<file path="config.mk">
export PLATFORM = sky130hd
export DESIGN_NAME = m3inv_control
export DESIGN_NICKNAME = d
export VERILOG_FILES = /design/src/design/m3inv_pkg.sv /design/src/design/m3inv_control.sv
export SDC_FILE = /design/constraint.sdc
export NUM_CORES = 1
export LEC_CHECK = 0
export BUFFER_PORTS_ARGS = -buffer_cell sky130_fd_sc_hd__clkbuf_2
export CORE_ASPECT_RATIO = 1.1
export CORE_UTILIZATION = 30
export DETAILED_ROUTE_END_ITERATION = 12
export SLEW_MARGIN = 25
export SYNTH_ARGS = -nofsm -noshare
export SYNTH_HDL_FRONTEND = slang
export SYNTH_SLANG_ARGS = --single-unit
</file>
<file path="constraint.sdc">
create_clock -name clock -period 1.6 [get_ports clock]
set_input_delay 0.08 -clock clock [delete_from_list [all_inputs] [get_ports clock]]
set_output_delay 0.08 -clock clock [all_outputs]
set_load 0.03 [all_outputs]
</file>
<file path="src/design/m3inv_pkg.sv">
// ----------------------------------------------------------------------------
// m3inv_pkg
// Shared types, widths and command codes for the 3x3 matrix inverse.
// ----------------------------------------------------------------------------
`default_nettype none
package m3inv_pkg;
   localparam int DIM         = 3;
   localparam int NCELLS      = DIM * DIM;
   localparam int ELEM_W      = 16;
   localparam int OUT_W       = 32;
   localparam int IDX_W       = 4;
   localparam int PROD_W      = 32;
   localparam int COF_W       = 34;
   localparam int DET_W       = 51;
   localparam int NUM_W       = COF_W + 24;
   localparam int QSTEP_W     = 6;
   localparam int DIV_STEPS   = NUM_W;

   typedef enum logic [2:0] {
      ST_LOAD,
      ST_COF,
      ST_DET,
      ST_DIV_START,
      ST_DIV_WAIT,
      ST_EMIT
   } state_type;

   typedef struct packed {
      logic             load;
      logic             cof_step;
      logic             det_step;
      logic             div_start;
      logic [IDX_W-1:0] idx;
   } cmd_type;

   typedef struct packed {
      logic div_done;
      logic det_zero;
   } status_type;

   typedef struct packed {
      logic signed [ELEM_W-1:0] element;
   } req_type;

   typedef struct packed {
      logic signed [OUT_W-1:0] inverse_entry;
      logic                    singular;
      logic                    saturated;
      logic                    last;
   } rsp_type;

   // Row/column indexes here never exceed 2*DIM-2, so one wrap is enough.
   function automatic logic [IDX_W-1:0] cyc(input logic [IDX_W-1:0] r,
                                            input logic [IDX_W-1:0] c);
      logic [IDX_W-1:0] rw, cw;
      rw  = (r >= IDX_W'(DIM)) ? r - IDX_W'(DIM) : r;
      cw  = (c >= IDX_W'(DIM)) ? c - IDX_W'(DIM) : c;
      cyc = rw * IDX_W'(DIM) + cw;
   endfunction
endpackage
`default_nettype wire

</file>
<file path="src/design/m3inv_control.sv">
// ----------------------------------------------------------------------------
// m3inv_control
// Sequencer: load nine entries, form cofactors and determinant, run nine
// divisions (none if singular) and hand each result to the output register.
// ----------------------------------------------------------------------------
`default_nettype none
module m3inv_control (
   input  wire logic                   clock,
   input  wire logic                   reset,
   input  wire logic                   req_valid,
   output logic                        req_ready,
   input  wire logic                   out_busy,
   input  wire m3inv_pkg::status_type  status,
   output m3inv_pkg::cmd_type          cmd,
   output logic                        emit,
   output logic                        emit_last
);
   m3inv_pkg::state_type        state_ff, state_in;
   logic [m3inv_pkg::IDX_W-1:0] idx_ff, idx_in;
   logic                        ph_ff, ph_in;

   always_ff @(posedge clock) begin
      if (reset) begin
         state_ff <= m3inv_pkg::ST_LOAD;
         idx_ff   <= '0;
         ph_ff    <= 1'b0;
      end else begin
         state_ff <= state_in;
         idx_ff   <= idx_in;
         ph_ff    <= ph_in;
      end
   end

   always_comb begin
      state_in  = state_ff;
      idx_in    = idx_ff;
      ph_in     = 1'b0;
      cmd       = '0;
      cmd.idx   = idx_ff;
      req_ready = 1'b0;
      emit      = 1'b0;
      emit_last = (idx_ff == m3inv_pkg::IDX_W'(m3inv_pkg::NCELLS - 1));
      unique case (state_ff)
         m3inv_pkg::ST_LOAD: begin
            req_ready = 1'b1;
            if (req_valid) begin
               cmd.load = 1'b1;
               if (idx_ff == m3inv_pkg::IDX_W'(m3inv_pkg::NCELLS - 1)) begin
                  idx_in   = '0;
                  state_in = m3inv_pkg::ST_COF;
               end else begin
                  idx_in = idx_ff + 1'b1;
               end
            end
         end
         m3inv_pkg::ST_COF: begin
            cmd.cof_step = 1'b1;
            ph_in = ~ph_ff;
            if (ph_ff) begin
               if (idx_ff == m3inv_pkg::IDX_W'(m3inv_pkg::NCELLS - 1)) begin
                  idx_in   = '0;
                  state_in = m3inv_pkg::ST_DET;
               end else begin
                  idx_in = idx_ff + 1'b1;
               end
            end
         end
         m3inv_pkg::ST_DET: begin
            cmd.det_step = 1'b1;
            if (idx_ff == m3inv_pkg::IDX_W'(m3inv_pkg::DIM - 1)) begin
               idx_in   = '0;
               state_in = m3inv_pkg::ST_DIV_START;
            end else begin
               idx_in = idx_ff + 1'b1;
            end
         end
         m3inv_pkg::ST_DIV_START: begin
            if (status.det_zero) begin
               state_in = m3inv_pkg::ST_EMIT;
            end else begin
               cmd.div_start = 1'b1;
               state_in = m3inv_pkg::ST_DIV_WAIT;
            end
         end
         m3inv_pkg::ST_DIV_WAIT: begin
            if (status.div_done) state_in = m3inv_pkg::ST_EMIT;
         end
         m3inv_pkg::ST_EMIT: begin
            if (!out_busy) begin
               emit = 1'b1;
               if (emit_last) begin
                  idx_in   = '0;
                  state_in = m3inv_pkg::ST_LOAD;
               end else begin
                  idx_in   = idx_ff + 1'b1;
                  state_in = m3inv_pkg::ST_DIV_START;
               end
            end
         end
         default: state_in = m3inv_pkg::ST_LOAD;
      endcase
   end
endmodule
`default_nettype wire

</file>
Yosys cells after proc, flatten, opt, wreduce, memory -nomap -nowiden
Cells that the tools add are included.
{ "word_totals": {"regBits": 8, "inputBits": 6, "out_inout_bits": 11, "word_cells": 50} }
{ "op_classes": {"add_sub_neg": 1, "eq_ne": 14, "muxes": 25, "n_bitwise": 2, "reduce_logical": 5} }
{ "ops": {"columns": ["cell", "n"], "rows": [
  ["$mux 3", 7],
  ["$mux 4", 5],
  ["$pmux 3 s6", 1],
  ["$pmux 4 s4", 1],
  ["$ne 2x2->1 const B", 7],
  ["$mux 1", 10],
  ["$reduce_and 7->1", 1],
  ["$eq 3x2->1 const B", 2],
  ["$eq 3x3->1 const B", 2],
  ["$add 4x1->4 const B", 1],
  ["$eq 4x2->1 const B", 1],
  ["$eq 4x4->1 const B", 1],
  ["$reduce_and 4->1", 1],
  ["$reduce_bool 4->1", 1],
  ["$eq 3x1->1 const B", 1],
  ["$logic_not 3->1", 1],
  ["$mux 2", 1],
  ["$not 1->1", 2],
  ["$reduce_or 2->1", 1]
]} }

Longest topological paths before layout
Gate-level depths: netlist (run 1).
{ "logic_depth": {"depth_word": 4, "mapped_depth": 7} }

Worst setup path after synthesis (run 1)
No wires, ideal clock.
{ "synth_path": {"kind": "flip-flop to flip-flop", "startpoint": "reg idx_ff[0] in the netlist's numbering", "endpoint": "reg idx_ff[0] in the netlist's numbering", "arrival_time_ns": 1.695, "setup_slack_ns": -0.228, "stages_incl_launch_ff": 8, "path_buffers": 1, "cell_sequence": "dfxtp_1 -> inv_1 -> ha_1 -> and3b_1 -> clkbuf_1 -> nor2_1 -> o31ai_1 -> nor3_1"} }
{ "synth_via": {"elab_chain_cells": 4, "elab_cells_between_ends": 9, "classes_between": "1 x add/sub; 2 x eq/ne; 6 x mux"} }
{ "synth_rtl": {"columns": ["item", "line_no", "text"], "rows": [
  ["from (decl)", "m3inv_control.sv:19", "logic [m3inv_pkg::IDX_W-1:0] idx_ff, idx_in;"],
  ["from (signal assigned)", "m3inv_control.sv:29", "idx_ff <= idx_in;"],
  ["$eq 4x4->1 *", "m3inv_control.sv:42", "emit_last = (idx_ff == m3inv_pkg::IDX_W'(m3inv_pkg::NCELLS - 1));"],
  ["net emit_last", "m3inv_control.sv:16", "output logic emit_last"],
  ["$mux 4 *", "m3inv_control.sv:91", "if (emit_last) begin"],
  ["$mux 4, on equally long branches", "m3inv_control.sv:89, m3inv_control.sv:46, m3inv_control.sv:59", null],
  ["$pmux 4 s4 *", "m3inv_control.sv:43", "unique case (state_ff)"]
]} }
The timed path passes the listed nets; every way through them passes the cells marked *. The select of a mux whose other input is x is not followed.
A chain may end at the register's enable or synchronous reset.

Worst setup path after layout (run 1)
{ "layout_path": {"startpoint": "reg state_ff[0]", "endpoint": "reg idx_ff[3] in the netlist's numbering"} }
{ "layout_via": {"elab_chain_cells": 3, "elab_cells_between_ends": 10, "classes_between": "6 x eq/ne; 1 x mux; 3 x reduce/logical"} }
{ "layout_rtl": {"columns": ["item", "line_no", "text"], "rows": [
  ["from (decl)", "m3inv_control.sv:18", "m3inv_pkg::state_type state_ff, state_in;"],
  ["from (signal assigned)", "m3inv_control.sv:24", "state_ff <= m3inv_pkg::ST_LOAD;"],
  ["from (signal assigned)", "m3inv_control.sv:28", "state_ff <= state_in;"],
  ["$eq 3x3->1 (tied with other cells)", "m3inv_control.sv:43", null],
  ["$reduce_bool 4->1 (no line) / $ne 2x2->1 (equally long branches)", null, null],
  ["$reduce_and 4->1 (no line)", null, null]
]} }
Several ways; a longest one is shown, not always the timed one.

==> qor.csv, run 1 <==
metric,value,unit
timing_worst_setup_path_type,reg -> reg,
fp.dieH,47.44,um
finalHoldViolations,0,
relSlewSlack,80.16,%
fmax,0.6518,GHz
cts.sinks,8,
crit_path_start,state_ff[0],
synth_edf_count,0,
arrival,1.73,ns
syn-num-nets,79,
path_cells,"nand2b_2, o32a_4, or3_1, a21oi_1",
yosys_register_bits,8,
rows,16,
antennaDiodeCount,0,
combPwrFrac,16.3,%
drc,0,
synth_seq_area_share,28.44,%
fp.dieW,43.31,um
placed_area,703.2,um2
dp_cells,106,
clk_latency,0.26,ns
synth_area_per_cell,8.160,um2
cts_root_buf,clkbuf_4,
antenna_found_initial,0,
final.setup_skew,0.003539,ns
crit_fanout,8,
netlist_area,563.0,um2
layout-drive-gt1-share,39.56,%
htreeDepth,1,
crit_buf_inv,0,
cellLeakagePower,0.3377,nW
synth-main-ff-cell,dfxtp_1,
outcome,"complete, no violations",
timing.rr.start,state_ff[0],
grt_usage,16.49,%
first_iter_violations,5,
cp_slowest_cell,dfxtp_1,
final_cell_mix,"clkbuf_2 (16), nor2_1 (9), a21oi_1 (7)",
peakVddDrop,0.4124,mV
dr_wl_met2,691,um
drt.antenna.violating_nets,0,
slew_viol_final,0,
grt-ovfl-total,0,
crit_path_end_kind,flip-flop,
fin_cells,109,
switchingPower,128.1,uW
totalWireLength,1451,um
fin_tns_setup,0,ns
die_area,2054,um2
rsz0062_at_grt,false,
clockPowerShare,36.2,%
vias,572,
cts-buffers-inserted,3,
fin_nets,103,
place_hpwl,1067,um
area_delta_synth_final,33.11,%
hold_path.startpoint,reset,
power_frac_seq,47.6,%
min_path_type,in -> reg,
stdcell_area,749.5,um2
cts_setup_buffers,0,
cts_buffer_depth,2,
cts_tree,built,
io_pins,17,
clk_pin_slew,0.06,ns
routedWlPerCell,13.31,um
max_cap_viol_count,0,
setup_viol,0,
grt_pass1_wl,2387,um
grt_max_degree,10,
layout_commonest_cell,clkbuf_2,
cpPeakStageDelay,0.43,ns
power.density,598.6,nW/um2
layout_min_cycle_time,1.534,ns
dr_wl_met3,94,um
startpoint_type,flip-flop,
first_global_vias,575,
critPathRequiredTime,1.79,ns
swShare,28.55,%
viasPerCell,5.248,
core_area,1762,um2
path_delay_family,compound AO/OA/AOI/OAI gates,
finalWeightedCongestion,0.7448,
tightest_slew,0.2966,ns
portBuffers,16,
p_int,320.6,uW
maxUsedRoutingLayer,met4,
async_flop_share,0,%
synth_cells,69,
drt_first_pass_iters,2,
fin_crit_sh,95.90,%
start_util,31.96,%
synth_cell_types,30,
ys_warn_count,0,
wl_met1,641,um
[registers in the layout (all words and copies together), names as in the netlist]
name,cells
idx_ff,4
ph_ff,1
state_ff,3
[synthesized netlist by cell type (all sizes together) (2+ instances only)]
cell / count / area, um2
nor2: 9 / 33.78
a21oi: 8 / 40.04
dfxtp: 8 / 160.2
inv: 5 / 18.77
nand3b: 5 / 37.54
ha: 4 / 50.05
o21ai: 3 / 15.01
and2: 2 / 12.51
clkbuf: 2 / 7.510
nand2b: 2 / 15.02
or2: 2 / 12.51
or3: 2 / 12.51
[power by group through the flow]
stage               logic (mW)  registers, mW  clock network (mW)
detailed placement      0.0682          0.218                   0
global placement        0.0680          0.218                   0
finish                  0.0730          0.213               0.162
CTS                     0.0691          0.214               0.175
global route            0.0804          0.214               0.183
floorplan               0.0339          0.227                   0
[area by class of cell]
class,instances,area (um2)
Sequential cell,8,163.9
Clock buffer,3,22.52
Fill cell,196,1012
Tap cell,18,22.52
Multi-Input combinational cell,53,396.6
Inverter,5,18.77
Timing Repair Buffer,22,125.1
[metrics by stage]
step	hold WS (ns)	setup WS [ns]	util, %	power (mW)
3_3_place_gp	0.3658	0.07688	39.91	0.2856
2_1_floorplan	0.1453	0.007367	-	0.2607
5_1_grt	0.07800	0.001715	42.54	0.4777
3_5_place_dp	0.3614	-0.01258	39.91	0.2861
6_report	0.08101	0.06568	42.54	0.4486
4_1_cts	0.06827	0.06012	41.41	0.4577
[what timing repair did]
action / in CTS / in global routing
gates resized for setup: 1 / 4
endpoints found under the hold margin: 0 / 0
endpoints found under the setup margin: 1 / 4
hold buffers: 0 / 0
[logic make-up after synthesis]
| family | share of synthesized area, % |
|---|---|
| DFF | 28.44 |
| buffers and inverters | 6.001 |
| adders and majority gates | 8.889 |
| and+or+nand+nor | 32.45 |
| AOI/OAI and AO/OA | 22.67 |
| xor gates and xnor gates | 1.556 |
[metal layers]
metal / global-route usage [%] / vias up
met4: 10.91 / 0
met1: 17.35 / 260
met5: 0 / -
met2: 28.66 / 18
met3: 5.660 / 4
li1: - / 290
[path summary, 6_finish.rpt]
kind | end | slack (ns) | cells after the start
worst max-delay path | idx_ff[3] | 0.07 | 4
worst min-delay path | state_ff[2] | 0.08 | 2
worst max register to register | idx_ff[3] | 0.07 | 4
worst min register to register | ph_ff | 0.42 | 1
(Power assumes the default switching activity.)
==> inputs of run 2 (changes only) <==
--- a/config.mk
+++ b/config.mk
@@ -5,10 +5,10 @@
 export SDC_FILE = /design/constraint.sdc
 export NUM_CORES = 1
 export LEC_CHECK = 0
-export BUFFER_PORTS_ARGS = -buffer_cell sky130_fd_sc_hd__clkbuf_2
 export CORE_ASPECT_RATIO = 1.1
 export CORE_UTILIZATION = 30
 export DETAILED_ROUTE_END_ITERATION = 12
+export DONT_BUFFER_PORTS = 1
 export SLEW_MARGIN = 25
 export SYNTH_ARGS = -nofsm -noshare
 export SYNTH_HDL_FRONTEND = slang
==> qor.csv, run 2 (same netlist as run 1, synthesis figures left out) <==
metric,value,unit,change
arrival,1.67,ns,was 1.73 ns
outcome,"complete, no violations",,unchanged
grt_pass1_wl,2263,um,was 2387 um
finalWeightedCongestion,0.7481,,was 0.7448
cts.sinks,8,,unchanged
largest_reg_flops,4,,unchanged
power.density,575.2,nW/um2,was 598.6 nW/um2
cellLeakagePower,0.3298,nW,was 0.3377 nW
routedWlPerCell,12.87,um,was 13.31 um
timing_worst_setup_path_type,reg -> reg,,unchanged
timing.rr.start,state_ff[0],,unchanged
cpPeakStageDelay,0.36,ns,was 0.43 ns
layout_min_cycle_time,1.488,ns,was 1.534 ns
crit_path_start,state_ff[0],,unchanged
clk_pin_slew,0.05,ns,was 0.06 ns
drt.antenna.violating_nets,0,,unchanged
fp.dieH,47.44,um,unchanged
vias,576,,was 572
rows,16,,unchanged
startpoint_type,flip-flop,,unchanged
antennaDiodeCount,0,,unchanged
crit_fanout,9,,was 8
slew_viol_final,0,,unchanged
fin_cells,106,,was 109
first_global_vias,565,,was 575
fillers,193,,was 196
hold_path.startpoint,reset,,unchanged
relSlewSlack,79.63,%,was 80.16%
fin_tns_setup,0,ns,unchanged
final_cell_mix,"buf_4 (18), nor2_1 (9), a21oi_1 (7)",,"was clkbuf_2 (16), nor2_1 (9), a21oi_1 (7)"
place_hpwl,1019,um,was 1067 um
layout-drive-gt1-share,39.77,%,was 39.56%
fin_nets,100,,was 103
fin_crit_sh,92.98,%,was 95.90%
grt_usage,15.45,%,was 16.49%
cts_tree,built,,unchanged
io_pins,17,,unchanged
core_area,1762,um2,unchanged
peakVddDrop,0.4115,mV,was 0.4124 mV
critPathRequiredTime,1.78,ns,was 1.79 ns
drt_first_pass_iters,2,,unchanged
cp_slowest_cell,dfxtp_2,,was dfxtp_1
htreeDepth,1,,unchanged
tightest_slew,0.3037,ns,was 0.2966 ns
clk_latency,0.25,ns,was 0.26 ns
fmax,0.6722,GHz,was 0.6518 GHz
max_cap_viol_count,0,,unchanged
portBuffers,0,,was 16
min_path_type,in -> reg,,unchanged
totalWireLength,1364,um,was 1451 um
antenna_found_initial,0,,unchanged
cts-buffers-inserted,3,,unchanged
holdWs,0.03100,ns,was 0.08101 ns
layout_commonest_cell,buf_4,,was clkbuf_2
reg_top3,"idx_ff: 4 flops, state_ff: 3 flops, ph_ff: 1 flops",,unchanged
regMostFlops,idx_ff,,unchanged
final.setup_skew,0.005307,ns,was 0.003539 ns
fp.dieW,43.31,um,unchanged
path_cells,"or2_2, o32a_4, or3_1, a21oi_1",,"was nand2b_2, o32a_4, or3_1, a21oi_1"
viasPerCell,5.434,,was 5.248
crit_path_end_kind,flip-flop,,unchanged
start_util,31.96,%,unchanged
area_delta_synth_final,34.22,%,was 33.11%
grt-ovfl-total,0,,unchanged
rsz0062_at_grt,false,,unchanged
pre_cts_ws,-0.03930,ns,was -0.01258 ns
total_power,434.7,uW,was 448.6 uW
finalHoldViolations,0,,unchanged
cts_buffer_depth,2,,unchanged
first_iter_violations,5,,unchanged
timing.final.ws_setup,0.1123,ns,was 0.06568 ns
setup_viol,0,,unchanged
dp_cells,101,,was 106
drc,0,,unchanged
grt_max_degree,12,,was 10
die_area,2054,um2,unchanged
cts_root_buf,clkbuf_4,,unchanged
run 2: metrics by stage:
step                util, %  cell area, um2
global placement      40.06           705.7
global route          42.90           755.7
detailed placement    40.06           705.7
finish                42.90           755.7
floorplan                 -           571.8
CTS                   42.12           742.0
run 2: path summary, 6_finish.rpt:
path | endpoint | slack, ns | depth (start not counted)
worst max-delay path | idx_ff[3] | 0.11 | 4
worst min-delay path | idx_ff[3] | 0.03 | 3
worst max register to register | idx_ff[3] | 0.11 | 4
worst min register to register | ph_ff | 0.42 | 1
run 2: what timing repair did:
item | in CTS | in global routing
buffers inserted | 0 | 1
setup endpoints to repair | 3 | 4
hold buffers | 1 | 0
pin swaps | 0 | 1
gates resized for setup | 1 | 5
endpoints found under the hold margin | 4 | 0
run 2: final cells by class:
class | instances | area (um2) | share of cell area (%)
Timing Repair Buffer | 19 | 145.1 | 19.21
Multi-Input combinational cell | 53 | 381.6 | 50.50
Tap cell | 18 | 22.52 | 2.980
Clock buffer | 3 | 22.52 | 2.980
Inverter | 5 | 18.77 | 2.483
Sequential cell | 8 | 165.2 | 21.85
run 2: routing by layer:
metal	wire, um	GRT usage, %	up-vias	part of all wire (%)
li1	-	-	288	-
met1	568	16.44	267	42
met2	661	27.16	19	48
met3	125	6.415	2	9.2
met4	9	7.273	0	0.66
met5	0	0	-	0
run 2: worst max-delay path: cells and delay by family, from the launching register on:
kind             cells  cell delay [ns]
AO/OA/AOI/OAI        2             0.37
flip-flops           1             0.36
AND/OR/NAND/NOR      2             0.70
run 2: where the power goes:
group          leakage (nW)  switching [mW]  internal (mW)
sequential           0.0666         0.00795          0.206
clock                0.0138          0.0661         0.0857
combinational         0.249          0.0388         0.0303
total                 0.330           0.113          0.322
