### src/design/m3inv_pkg.sv
// ----------------------------------------------------------------------------
// m3inv_pkg
// Shared types, widths and command codes for the 3x3 matrix inverse.
// ----------------------------------------------------------------------------
`default_nettype none
package m3inv_pkg;
   localparam int DIM         = 3;
   localparam int NCELLS      = DIM * DIM;
   localparam int ELEM_W      = 16;
   localparam int OUT_W       = 32;
   localparam int IDX_W       = 4;
   localparam int PROD_W      = 32;
   localparam int COF_W       = 34;
   localparam int DET_W       = 51;
   localparam int NUM_W       = COF_W + 24;
   localparam int QSTEP_W     = 6;
   localparam int DIV_STEPS   = NUM_W;

   typedef enum logic [2:0] {
      ST_LOAD,
      ST_COF,
      ST_DET,
      ST_DIV_START,
      ST_DIV_WAIT,
      ST_EMIT
   } state_type;

   typedef struct packed {
      logic             load;
      logic             cof_step;
      logic             det_step;
      logic             div_start;
      logic [IDX_W-1:0] idx;
   } cmd_type;

   typedef struct packed {
      logic div_done;
      logic det_zero;
   } status_type;

   typedef struct packed {
      logic signed [ELEM_W-1:0] element;
   } req_type;

   typedef struct packed {
      logic signed [OUT_W-1:0] inverse_entry;
      logic                    singular;
      logic                    saturated;
      logic                    last;
   } rsp_type;

   // Row/column indexes here never exceed 2*DIM-2, so one wrap is enough.
   function automatic logic [IDX_W-1:0] cyc(input logic [IDX_W-1:0] r,
                                            input logic [IDX_W-1:0] c);
      logic [IDX_W-1:0] rw, cw;
      rw  = (r >= IDX_W'(DIM)) ? r - IDX_W'(DIM) : r;
      cw  = (c >= IDX_W'(DIM)) ? c - IDX_W'(DIM) : c;
      cyc = rw * IDX_W'(DIM) + cw;
   endfunction
endpackage
`default_nettype wire

### src/design/m3inv_datapath.sv
// ----------------------------------------------------------------------------
// m3inv_datapath
// Matrix store, multipliers, cofactor/determinant accumulation,
// restoring divider and output saturation.
// ----------------------------------------------------------------------------
`default_nettype none
module m3inv_datapath (
   input  wire logic                                 clock,
   input  wire logic                                 reset,
   input  wire m3inv_pkg::cmd_type                   cmd,
   input  wire logic signed [m3inv_pkg::ELEM_W-1:0]  element,
   output m3inv_pkg::status_type                     status,
   output logic signed [m3inv_pkg::OUT_W-1:0]        quotient,
   output logic                                      sat
);
   logic signed [m3inv_pkg::ELEM_W-1:0] mat_ff [m3inv_pkg::NCELLS];
   logic signed [m3inv_pkg::COF_W-1:0]  cof_ff [m3inv_pkg::NCELLS];
   logic signed [m3inv_pkg::DET_W-1:0]  det_ff, det_in;
   logic signed [m3inv_pkg::PROD_W-1:0] pa_ff, pb_ff;
   logic [1:0]                          cph_ff;
   logic [m3inv_pkg::IDX_W-1:0]         r, c, r1, r2, c1, c2;

   // Divider state
   logic [m3inv_pkg::NUM_W-1:0]  rem_ff, quo_ff, num_mag;
   logic [m3inv_pkg::DET_W-1:0]  dmag_ff;
   logic                         neg_ff, busy_ff;
   logic [m3inv_pkg::QSTEP_W-1:0] cnt_ff;
   logic [m3inv_pkg::NUM_W:0]    trial;
   logic [m3inv_pkg::NUM_W-1:0]  shifted;
   logic signed [m3inv_pkg::COF_W-1:0] cof_sel;
   logic signed [m3inv_pkg::NUM_W-1:0] num;

   assign r  = (cmd.idx >= m3inv_pkg::IDX_W'(2 * m3inv_pkg::DIM)) ? m3inv_pkg::IDX_W'(2) :
               (cmd.idx >= m3inv_pkg::IDX_W'(m3inv_pkg::DIM))     ? m3inv_pkg::IDX_W'(1) :
               '0;
   assign c  = cmd.idx - r * m3inv_pkg::IDX_W'(m3inv_pkg::DIM);
   assign r1 = r + m3inv_pkg::IDX_W'(1);
   assign r2 = r + m3inv_pkg::IDX_W'(2);
   assign c1 = c + m3inv_pkg::IDX_W'(1);
   assign c2 = c + m3inv_pkg::IDX_W'(2);

   // Cofactor (j,i) for adjugate slot idx=i*3+j: rows j+1,j+2 cols i+1,i+2.
   // Per cofactor, the two products are registered first, then their difference is stored.
   always_ff @(posedge clock) begin
      if (cmd.load) mat_ff[cmd.idx] <= element;
      if (cmd.cof_step) begin
         if (cph_ff == 2'd0) begin
            pa_ff <= m3inv_pkg::PROD_W'(mat_ff[m3inv_pkg::cyc(c1, r1)]
                     * mat_ff[m3inv_pkg::cyc(c2, r2)]);
            pb_ff <= m3inv_pkg::PROD_W'(mat_ff[m3inv_pkg::cyc(c1, r2)]
                     * mat_ff[m3inv_pkg::cyc(c2, r1)]);
         end else begin
            cof_ff[cmd.idx] <= m3inv_pkg::COF_W'(pa_ff) - m3inv_pkg::COF_W'(pb_ff);
         end
      end
   end

   always_ff @(posedge clock) begin
      if (reset) cph_ff <= '0;
      else if (cmd.cof_step) cph_ff <= ~cph_ff[0] ? 2'd1 : 2'd0;
      else cph_ff <= '0;
   end

   // det += m[0][j] * adj[j*3]; one term per step, idx = j
   always_comb begin
      det_in = det_ff + m3inv_pkg::DET_W'(mat_ff[cmd.idx]
               * cof_ff[m3inv_pkg::IDX_W'(cmd.idx * m3inv_pkg::IDX_W'(m3inv_pkg::DIM))]);
   end

   always_ff @(posedge clock) begin
      if (cmd.load) det_ff <= '0;
      else if (cmd.det_step) det_ff <= det_in;
   end

   assign status.det_zero = (det_ff == '0);
   assign status.div_done = ~busy_ff;

   assign cof_sel = cof_ff[cmd.idx];
   assign num     = m3inv_pkg::NUM_W'(cof_sel) <<< 24;
   assign num_mag = num[m3inv_pkg::NUM_W-1] ? m3inv_pkg::NUM_W'(-num) : num;
   assign shifted = {rem_ff[m3inv_pkg::NUM_W-2:0], quo_ff[m3inv_pkg::NUM_W-1]};
   assign trial   = {1'b0, shifted} - {{(m3inv_pkg::NUM_W-m3inv_pkg::DET_W+1){1'b0}}, dmag_ff};

   always_ff @(posedge clock) begin
      if (reset) begin
         busy_ff <= 1'b0;
      end else if (cmd.div_start) begin
         busy_ff <= 1'b1;
         rem_ff  <= '0;
         quo_ff  <= num_mag;
         dmag_ff <= det_ff[m3inv_pkg::DET_W-1] ? m3inv_pkg::DET_W'(-det_ff) : det_ff;
         neg_ff  <= cof_sel[m3inv_pkg::COF_W-1] ^ det_ff[m3inv_pkg::DET_W-1];
         cnt_ff  <= m3inv_pkg::QSTEP_W'(m3inv_pkg::DIV_STEPS - 1);
      end else if (busy_ff) begin
         if (trial[m3inv_pkg::NUM_W]) begin
            rem_ff <= shifted;
            quo_ff <= {quo_ff[m3inv_pkg::NUM_W-2:0], 1'b0};
         end else begin
            rem_ff <= trial[m3inv_pkg::NUM_W-1:0];
            quo_ff <= {quo_ff[m3inv_pkg::NUM_W-2:0], 1'b1};
         end
         if (cnt_ff == '0) busy_ff <= 1'b0;
         else cnt_ff <= cnt_ff - 1'b1;
      end
   end

   // Magnitude saturation: positive limit 2^31-1, negative limit 2^31.
   always_comb begin
      sat      = 1'b0;
      quotient = '0;
      if (status.det_zero) begin
         quotient = '0;
      end else if (neg_ff) begin
         if (quo_ff > m3inv_pkg::NUM_W'(64'h8000_0000)) begin
            sat = 1'b1;
            quotient = 32'sh8000_0000;
         end else begin
            quotient = m3inv_pkg::OUT_W'(-quo_ff);
         end
      end else begin
         if (quo_ff > m3inv_pkg::NUM_W'(64'h7FFF_FFFF)) begin
            sat = 1'b1;
            quotient = 32'sh7FFF_FFFF;
         end else begin
            quotient = m3inv_pkg::OUT_W'(quo_ff);
         end
      end
   end
endmodule
`default_nettype wire

### config.mk
export PLATFORM = sky130hd
export DESIGN_NAME = m3inv_datapath
export DESIGN_NICKNAME = d
export VERILOG_FILES = /design/src/design/m3inv_pkg.sv /design/src/design/m3inv_datapath.sv
export SDC_FILE = /design/constraint.sdc
export NUM_CORES = 2
export LEC_CHECK = 0
export BUFFER_PORTS_ARGS = -buffer_cell sky130_fd_sc_hd__buf_2
export CORE_ASPECT_RATIO = 1.75
export CORE_MARGIN = 5
export CORE_UTILIZATION = 59
export DETAILED_ROUTE_END_ITERATION = 6
export GPL_TIMING_DRIVEN = 0
export MAX_ROUTING_LAYER = met4
export PLACE_DENSITY = 0.75
export SYNTH_ARGS = -nofsm -noshare
export SYNTH_HDL_FRONTEND = slang
export SYNTH_SLANG_ARGS = --single-unit
### constraint.sdc
create_clock -name clock -period 41.9 [get_ports clock]
set_input_delay 0 -clock clock [delete_from_list [all_inputs] [get_ports clock]]
set_output_delay 0 -clock clock [all_outputs]
set_load 0.01 [all_outputs]
Word-level counts from Yosys, hierarchy flattened
Memories as Yosys holds them, arrays and structs flattened.
Index checks and enable logic that the tools add are counted.
{"block": "classes", "n_addsub": 20, "n_mul": 7, "div_mod_pow": 0, "magnitude_cmp": 8, "eq_ne": 1, "shifts": 0, "mux": 32, "bitwise": 4, "reduce_logical": 9}
{"cell": "2-to-1 mux 58 bit", "count": 3}
{"cell": "2-to-1 mux 32 bit", "count": 4}
{"cell": "2-to-1 mux 57 bit", "count": 2}
{"cell": "multiplier 16 x 16 -> 32 bit", "count": 2}
{"cell": "subtractor 58 x 51 -> 59 bit", "count": 1}
{"cell": "greater-than comparator 58 x 31 -> 1 bit, second input constant", "count": 1}
{"cell": "greater-than comparator 58 x 32 -> 1 bit, second input constant", "count": 1}
{"cell": "negator 58 bit", "count": 1}
{"cell": "adder 51 x 50 -> 51 bit", "count": 1}
{"cell": "logical NOT 51 bit", "count": 1}
{"cell": "negator 51 bit", "count": 1}
{"cell": "multiplier 16 x 34 -> 50 bit", "count": 1}
{"cell": "2-to-1 mux 50 bit", "count": 1}
{"cell": "subtractor 32 x 32 -> 33 bit", "count": 1}
{"cell": "negator 32 bit", "count": 1}
{"cell": "adder 4 bit", "count": 4}
{"cell": "2-to-1 mux 4 bit", "count": 4}
{"cell": "2-to-1 mux 1 bit", "count": 15}
{"cell": "greater-or-equal comparator 4 x 2 -> 1 bit, second input constant", "count": 3}
{"cell": "multiplier 4 x 2 -> 4 bit, second input constant", "count": 3}
{"cell": "2-to-1 mux 6 bit", "count": 2}
{"cell": "subtractor 3 x 2 -> 4 bit, second input constant", "count": 2}
{"cell": "subtractor 4 x 2 -> 4 bit, second input constant", "count": 2}
{"cell": "greater-or-equal comparator 3 x 2 -> 1 bit, second input constant", "count": 2}
{"cell": "18 further kinds", "count": 22}
{"block": "word_totals", "ff_bits": 291, "latchBits": 0, "mem_bits_rw": 450, "mem_bits_ro": 0, "in_bits": 26, "out_inout_bits": 35, "wordCells": 94, "mem_count": 2}
{"name": "cof_ff", "words": 9, "width": 34, "read_ports": 2, "rd_ports_with_merged_regs": 0, "wr": 1, "line_no": "m3inv_datapath.sv:17", "source": "logic signed [m3inv_pkg::COF_W-1:0] cof_ff [m3inv_pkg::NCELLS];"}
{"name": "mat_ff", "words": 9, "width": 16, "read_ports": 5, "rd_ports_with_merged_regs": 0, "wr": 1, "line_no": "m3inv_datapath.sv:16", "source": "logic signed [m3inv_pkg::ELEM_W-1:0] mat_ff [m3inv_pkg::NCELLS];"}

Depth between registers and ports, before layout
An unclocked memory read counts as a cell.
{"block": "depth", "depth_word": 12, "ltp_mapped": 60, "mapped_depth_nobuf": 51}

Worst setup path before layout
OpenSTA, ideal clock, no wires.
{"block": "synth_timing", "path_type": "input -> register", "startpoint": "input cmd[0] (netlist name)", "endpoint": "register pa_ff[31] (netlist name), data pin", "setup_time_ns": 0.258, "t_arrival_ns": 13.954, "t_required_ns": 41.642, "path_slack_ns": 27.688, "cell_stages": 55, "n_path_buf": 9, "path_cell_list": "buf_2 buf_2 buf_2 buf_4 buf_2 buf_2 buf_2 inv_1 ha_1 o21ai_0 nand2_1 a21oi_1 ha_1 inv_1 ha_1 nor2_1 fa_1 xor2_1 (+19 left out) fa_1 fa_1 inv_1 fa_1 inv_1 fa_1 inv_1 ha_1 a21oi_1 o21ai_0 a311o_1 a21o_1 a221o_1 a41oi_1 a21oi_1 a41o_1 o21ba_2 xnor2_1"}
{"block": "synth_between", "elab_chain_cells": 12, "elab_cells_between_ends": 28, "classes_between": "add/sub (11); mul (4); order compare (6); mux (6); memory (1)"}
{"element": "from (decl)", "line_no": "m3inv_datapath.sv:10", "source": "input wire m3inv_pkg::cmd_type cmd,"}
{"element": "greater-or-equal comparator 4 x 2 -> 1 bit", "line_no": "m3inv_datapath.sv:34", "source": "(cmd.idx >= m3inv_pkg::IDX_W'(m3inv_pkg::DIM)) ? m3inv_pkg::IDX_W'(1) :"}
{"element": "2-to-1 mux 1 bit", "line_no": "m3inv_datapath.sv:34"}
{"element": "2-to-1 mux 2 bit", "line_no": "m3inv_datapath.sv:33", "source": "assign r = (cmd.idx >= m3inv_pkg::IDX_W'(2 * m3inv_pkg::DIM)) ? m3inv_pkg::IDX_W'(2) :"}
{"element": "multiplier 2 x 2 -> 4 bit", "line_no": "m3inv_datapath.sv:36", "source": "assign c = cmd.idx - r * m3inv_pkg::IDX_W'(m3inv_pkg::DIM);"}
{"element": "subtractor 4 bit", "line_no": "m3inv_datapath.sv:36"}
{"element": "adder 4 x 1 -> 4 bit / adder 4 x 2 -> 4 bit (equally long branches)", "line_no": "m3inv_datapath.sv:39, m3inv_datapath.sv:40"}
{"element": "subtractor 4 x 2 -> 4 bit / greater-or-equal comparator 4 x 2 -> 1 bit (equally long branches)", "line_no": "m3inv_pkg.sv:56", "source": "rw = (r >= IDX_W'(DIM)) ? r - IDX_W'(DIM) : r;"}
{"element": "2-to-1 mux 4 bit", "line_no": "m3inv_pkg.sv:56"}
{"element": "multiplier 4 x 2 -> 4 bit", "line_no": "m3inv_pkg.sv:58", "source": "cyc = rw * IDX_W'(DIM) + cw;"}
{"element": "adder 4 bit", "line_no": "m3inv_pkg.sv:58"}
{"element": "memory read (9 x 16 bit) (*)"}
{"element": "multiplier 16 x 16 -> 32 bit (*)", "line_no": "m3inv_datapath.sv:49", "source": "* mat_ff[m3inv_pkg::cyc(c2, r2)]);"}
{"element": "to (signal assigned)", "line_no": "m3inv_datapath.sv:48", "source": "pa_ff <= m3inv_pkg::PROD_W'(mat_ff[m3inv_pkg::cyc(c1, r1)]"}
{"element": "to (decl)", "line_no": "m3inv_datapath.sv:19", "source": "logic signed [m3inv_pkg::PROD_W-1:0] pa_ff, pb_ff;"}
Mark *: on every way between the ends. The rest lies on a longest branch, timed or not.
A chain may end at the register's enable or synchronous reset.

Final worst setup path
{"block": "layout_timing", "startpoint": "input cmd[1] (netlist name)", "endpoint": "register pa_ff[30] (netlist name), data pin"}
Same word-level chain as after synthesis.

==> summary by stage <==
Setup path
The kind of capture point of the worst setup path is a register. The worst reg2reg path depth is 28. The largest single stage delay on the critical path is 1.17 ns. The worst-path maximum fanout is 10. Data arrives at the worst endpoint at 19.60 ns. The destination of the worst register-to-register timing path is det_ff[50]$_SDFFE_PP0P_. In this run the register-to-register setup slack is 31.34 ns. The launching point of the worst reg2reg path is mat_ff[1][15]$_DFFE_PP_.

STA puts the critical path data required time at 42.34 ns. The most common cell type on the critical path is sky130_fd_sc_hd__fa_1. The cell at the slowest stage of the critical path is sky130_fd_sc_hd__o21ai_0. The worst setup path is launched from an input pin. The critical setup path kind is in -> reg.

Logic synthesis
Synthesis produced 7616 cells. The leading register cell type out of synthesis is sky130_fd_sc_hd__edfxtp_1. The synthesized area per cell is 10.6 um2. In the post-synthesis netlist, the cell with the most instances is sky130_fd_sc_hd__inv_1.

After synthesis, flip-flops and latches occupy 26.5% of the total area. By area the synthesized netlist is led by sky130_fd_sc_hd__fa_1, sky130_fd_sc_hd__edfxtp_1, sky130_fd_sc_hd__mux4_2. In the synthesized netlist the async set-or-reset flop fraction comes to 0%. The number of warnings printed during yosys synthesis is 0. Summed over all instances, the cell type with the most area after synthesis is sky130_fd_sc_hd__fa_1.

The number of synthesized flops with an enable pin is 678. The synthesized netlist occupies a cell area of 80800 um2. The synthesis-stage register bit count is 731. The synthesized netlist contains 78 unique library cells. By count the netlist is led by sky130_fd_sc_hd__inv_1, sky130_fd_sc_hd__fa_1, sky130_fd_sc_hd__nand2_1. The fraction of post-synthesis cell area in the top cell type by area is 27.1%.

Timing
For the final routed database, the setup TNS stands at 0 ns. Setup repair after global routing left no endpoint under its margin. The final number of hold-violating endpoints is 0. Dividing the final minimum period by the clock period gives 45.7%. The transition time at the pin with the least slew margin is 1.53 ns.

The total count of max-transition violations in the final report is 15. Based on the critical path, the design can be clocked at up to 52.2 MHz. The worst clock skew is 0.0635 ns. The smallest setup slack after layout is 22.73 ns. The worst slew margin relative to its limit is -1.86%. The smallest clock period supported by the final layout is computed as 19.17 ns. The number of failing setup endpoints in the final timing report is 0.

Detailed routing
In this run, the number of DRC markers left after iteration 0 of detailed routing was 4678. The first TritonRoute pass finished after 7 iterations. The remaining design rule violation count is 1. The final wirelength is 266000 um. The routed wire length per instance is 27.5 um. The count of antenna-violating nets left after detailed routing is 0.

The via total after detailed routing is 60.1k. The average vias per placed instance is 6.21.

Die
The area enclosed by the die boundary is 145000 um2. For this configuration, the core starts out at a cell density of 59.4%. In this run the core area contains 179 standard-cell rows. The area of the core is 136000 um2. Measured along the y axis, the die boundary spans 500 um.

The horizontal die dimension is 290 um. 61 I/O pins were placed.

Clocking
The count of H-tree levels built during CTS is 3. CTS placed an instance of sky130_fd_sc_hd__clkbuf_16 at the clock tree root. The number of buffers inserted during clock tree synthesis is 72. TritonCTS built the clock tree. The register clock-pin slew on the reported worst setup and hold paths is 0.06 ns. Gates resized during post-CTS repair numbered 0. The clock net in this run drives a total of 731 sinks.

The clock latency reported for the late side of the worst-skew pair is 0.72 ns. The clock passes through at most 3 buffers.

Place
Buffers placed on the I/O ports in this run total 59. The post-DP HPWL is 218000 um. The final estimated routing congestion in global placement is 1.08. Prior to clock tree synthesis, the placed netlist has a worst setup slack of 22.15 ns.

Layout
The multi-input combinational cells in the finished layout cover a total of 53400 um2. The layout-stage area growth over the synthesis result is 7.32%. In the final design database the tool counted 9342 nets.

Cells fill 63.7% of the core in the end. The fill cell total of the finished layout is 11.0k. The share of layout cells above drive strength 1 is 8.23%. The area of all sequential standard cells is 21400 um2.

Min path
Counting instances, the worst hold path has a depth of 2. The origin of the worst min-delay path is element[8]. The worst hold path belongs to the class in -> reg. The path with the worst hold slack has its endpoint at mat_ff[2][8]$_DFFE_PP_.

Status
The final reports fail on design-rule violations, max-capacitance violations, max-slew violations. The run finished, with violations left.

Global route
Summed over all layers, the global routing overflow is 0. The global routing usage summed across all routing layers is 38.5%. The number of global-route vias before repair is 65.3k. The global-route wire length before repair is 396000 um. The number of antenna violations at the first check in global routing is 12. Entering global routing, the biggest net connects 37 pins.

Flow run
The max-capacitance violation count is 6.
[cells by family after synthesis]
family                   Yosys count  share of synthesized area [%]
flip-flops                       731                           26.5
AO/OA/AOI/OAI                    914                           7.01
adder cells (fa/ha/maj)         1515                           33.6
XOR/XNOR                         302                           3.31
other                              2                        0.00929
AND/OR/NAND/NOR                 2031                           11.2
buffers and inverters           1624                           7.60
multiplexers                     497                           10.8
[repair_timing]
item,CTS,global route
hold endpoints to repair,258,0
buffers inserted,0,0
hold buffers,22,0
[flip-flops by register name, summed over array words and instances (netlist names)]
register  count
busy_ff       1
cnt_ff        6
cof_ff      297
cph_ff        1
det_ff       51
dmag_ff      51
mat_ff      144
neg_ff        1
pa_ff        32
pb_ff        32
quo_ff       58
rem_ff       57
[metal layers]
metal	part of all wire [%]	GRT usage (%)
met2	51	65.2
met5	0	-
met4	14	40.9
met3	5.9	5.75
met1	29	34.8
[worst max path at each step]
stage	slack (ns)	end	from
6_report	22.73	pa_ff[30]$_DFFE_PP_	cmd[1]
5_1_grt	22.21	pa_ff[30]$_DFFE_PP_	cmd[0]
4_1_cts	22.93	pa_ff[30]$_DFFE_PP_	cmd[1]
3_5_place_dp	22.15	pa_ff[30]$_DFFE_PP_	cmd[1]
3_3_place_gp	22.39	pa_ff[30]$_DFFE_PP_	cmd[1]
2_1_floorplan	27.69	pa_ff[31]$_DFFE_PP_	cmd[0]
[cell usage in the layout (no fill, tap or decap), types with 51 or more instances in the layout]
cell type	instances
sky130_fd_sc_hd__a21o_1	128
sky130_fd_sc_hd__a21oi_1	320
sky130_fd_sc_hd__buf_2	78
sky130_fd_sc_hd__clkbuf_1	264
sky130_fd_sc_hd__clkbuf_16	72
sky130_fd_sc_hd__dfxtp_1	53
sky130_fd_sc_hd__edfxtp_1	678
sky130_fd_sc_hd__fa_1	1094
sky130_fd_sc_hd__ha_1	421
sky130_fd_sc_hd__inv_1	1306
sky130_fd_sc_hd__mux2i_1	154
sky130_fd_sc_hd__mux4_2	292
sky130_fd_sc_hd__nand2_1	847
sky130_fd_sc_hd__nand2b_1	87
sky130_fd_sc_hd__nand3_1	51
sky130_fd_sc_hd__nor2_1	600
sky130_fd_sc_hd__nor2b_1	152
sky130_fd_sc_hd__nor3_1	54
sky130_fd_sc_hd__o21ai_0	152
sky130_fd_sc_hd__xnor2_1	232
sky130_fd_sc_hd__xor2_1	68
[worst max-delay path: cells and delay by family]
family | cells | cell delay [ns]
buffers and inverters | 16 | 5.84
adders and majority gates | 14 | 5.80
AOI/OAI and AO/OA | 10 | 3.94
xor gates and xnor gates | 5 | 2.29
and+or+nand+nor | 6 | 1.07
muxes | 1 | 0.59
[area by class of cell]
class                      instances  area share, %
timing repair buffer             108           1.09
clock buffer                      81           2.13
buffer                           316           1.42
tap                             1810           2.61
clock inverter                    51          0.839
multi-input combinational       5264           61.5
antenna                           13         0.0375
sequential                       731           24.7
inverter                        1308           5.66
[per-stage QoR]
step | cells | cell area [um2] | hold slack (ns)
CTS | 9668 | 86700 | 0.104
detailed placement | 9514 | 83900 | 0.281
global placement | 9488 | 83400 | 0.278
floorplan | 7619 | 80800 | 0.0716
finish | 9682 | 86700 | 0.135
global route | 9679 | 86700 | 0.141
Power is left out: the tool's default activity adds up to more than one toggle a clock period on the data nets, which glitch-free logic cannot reach.
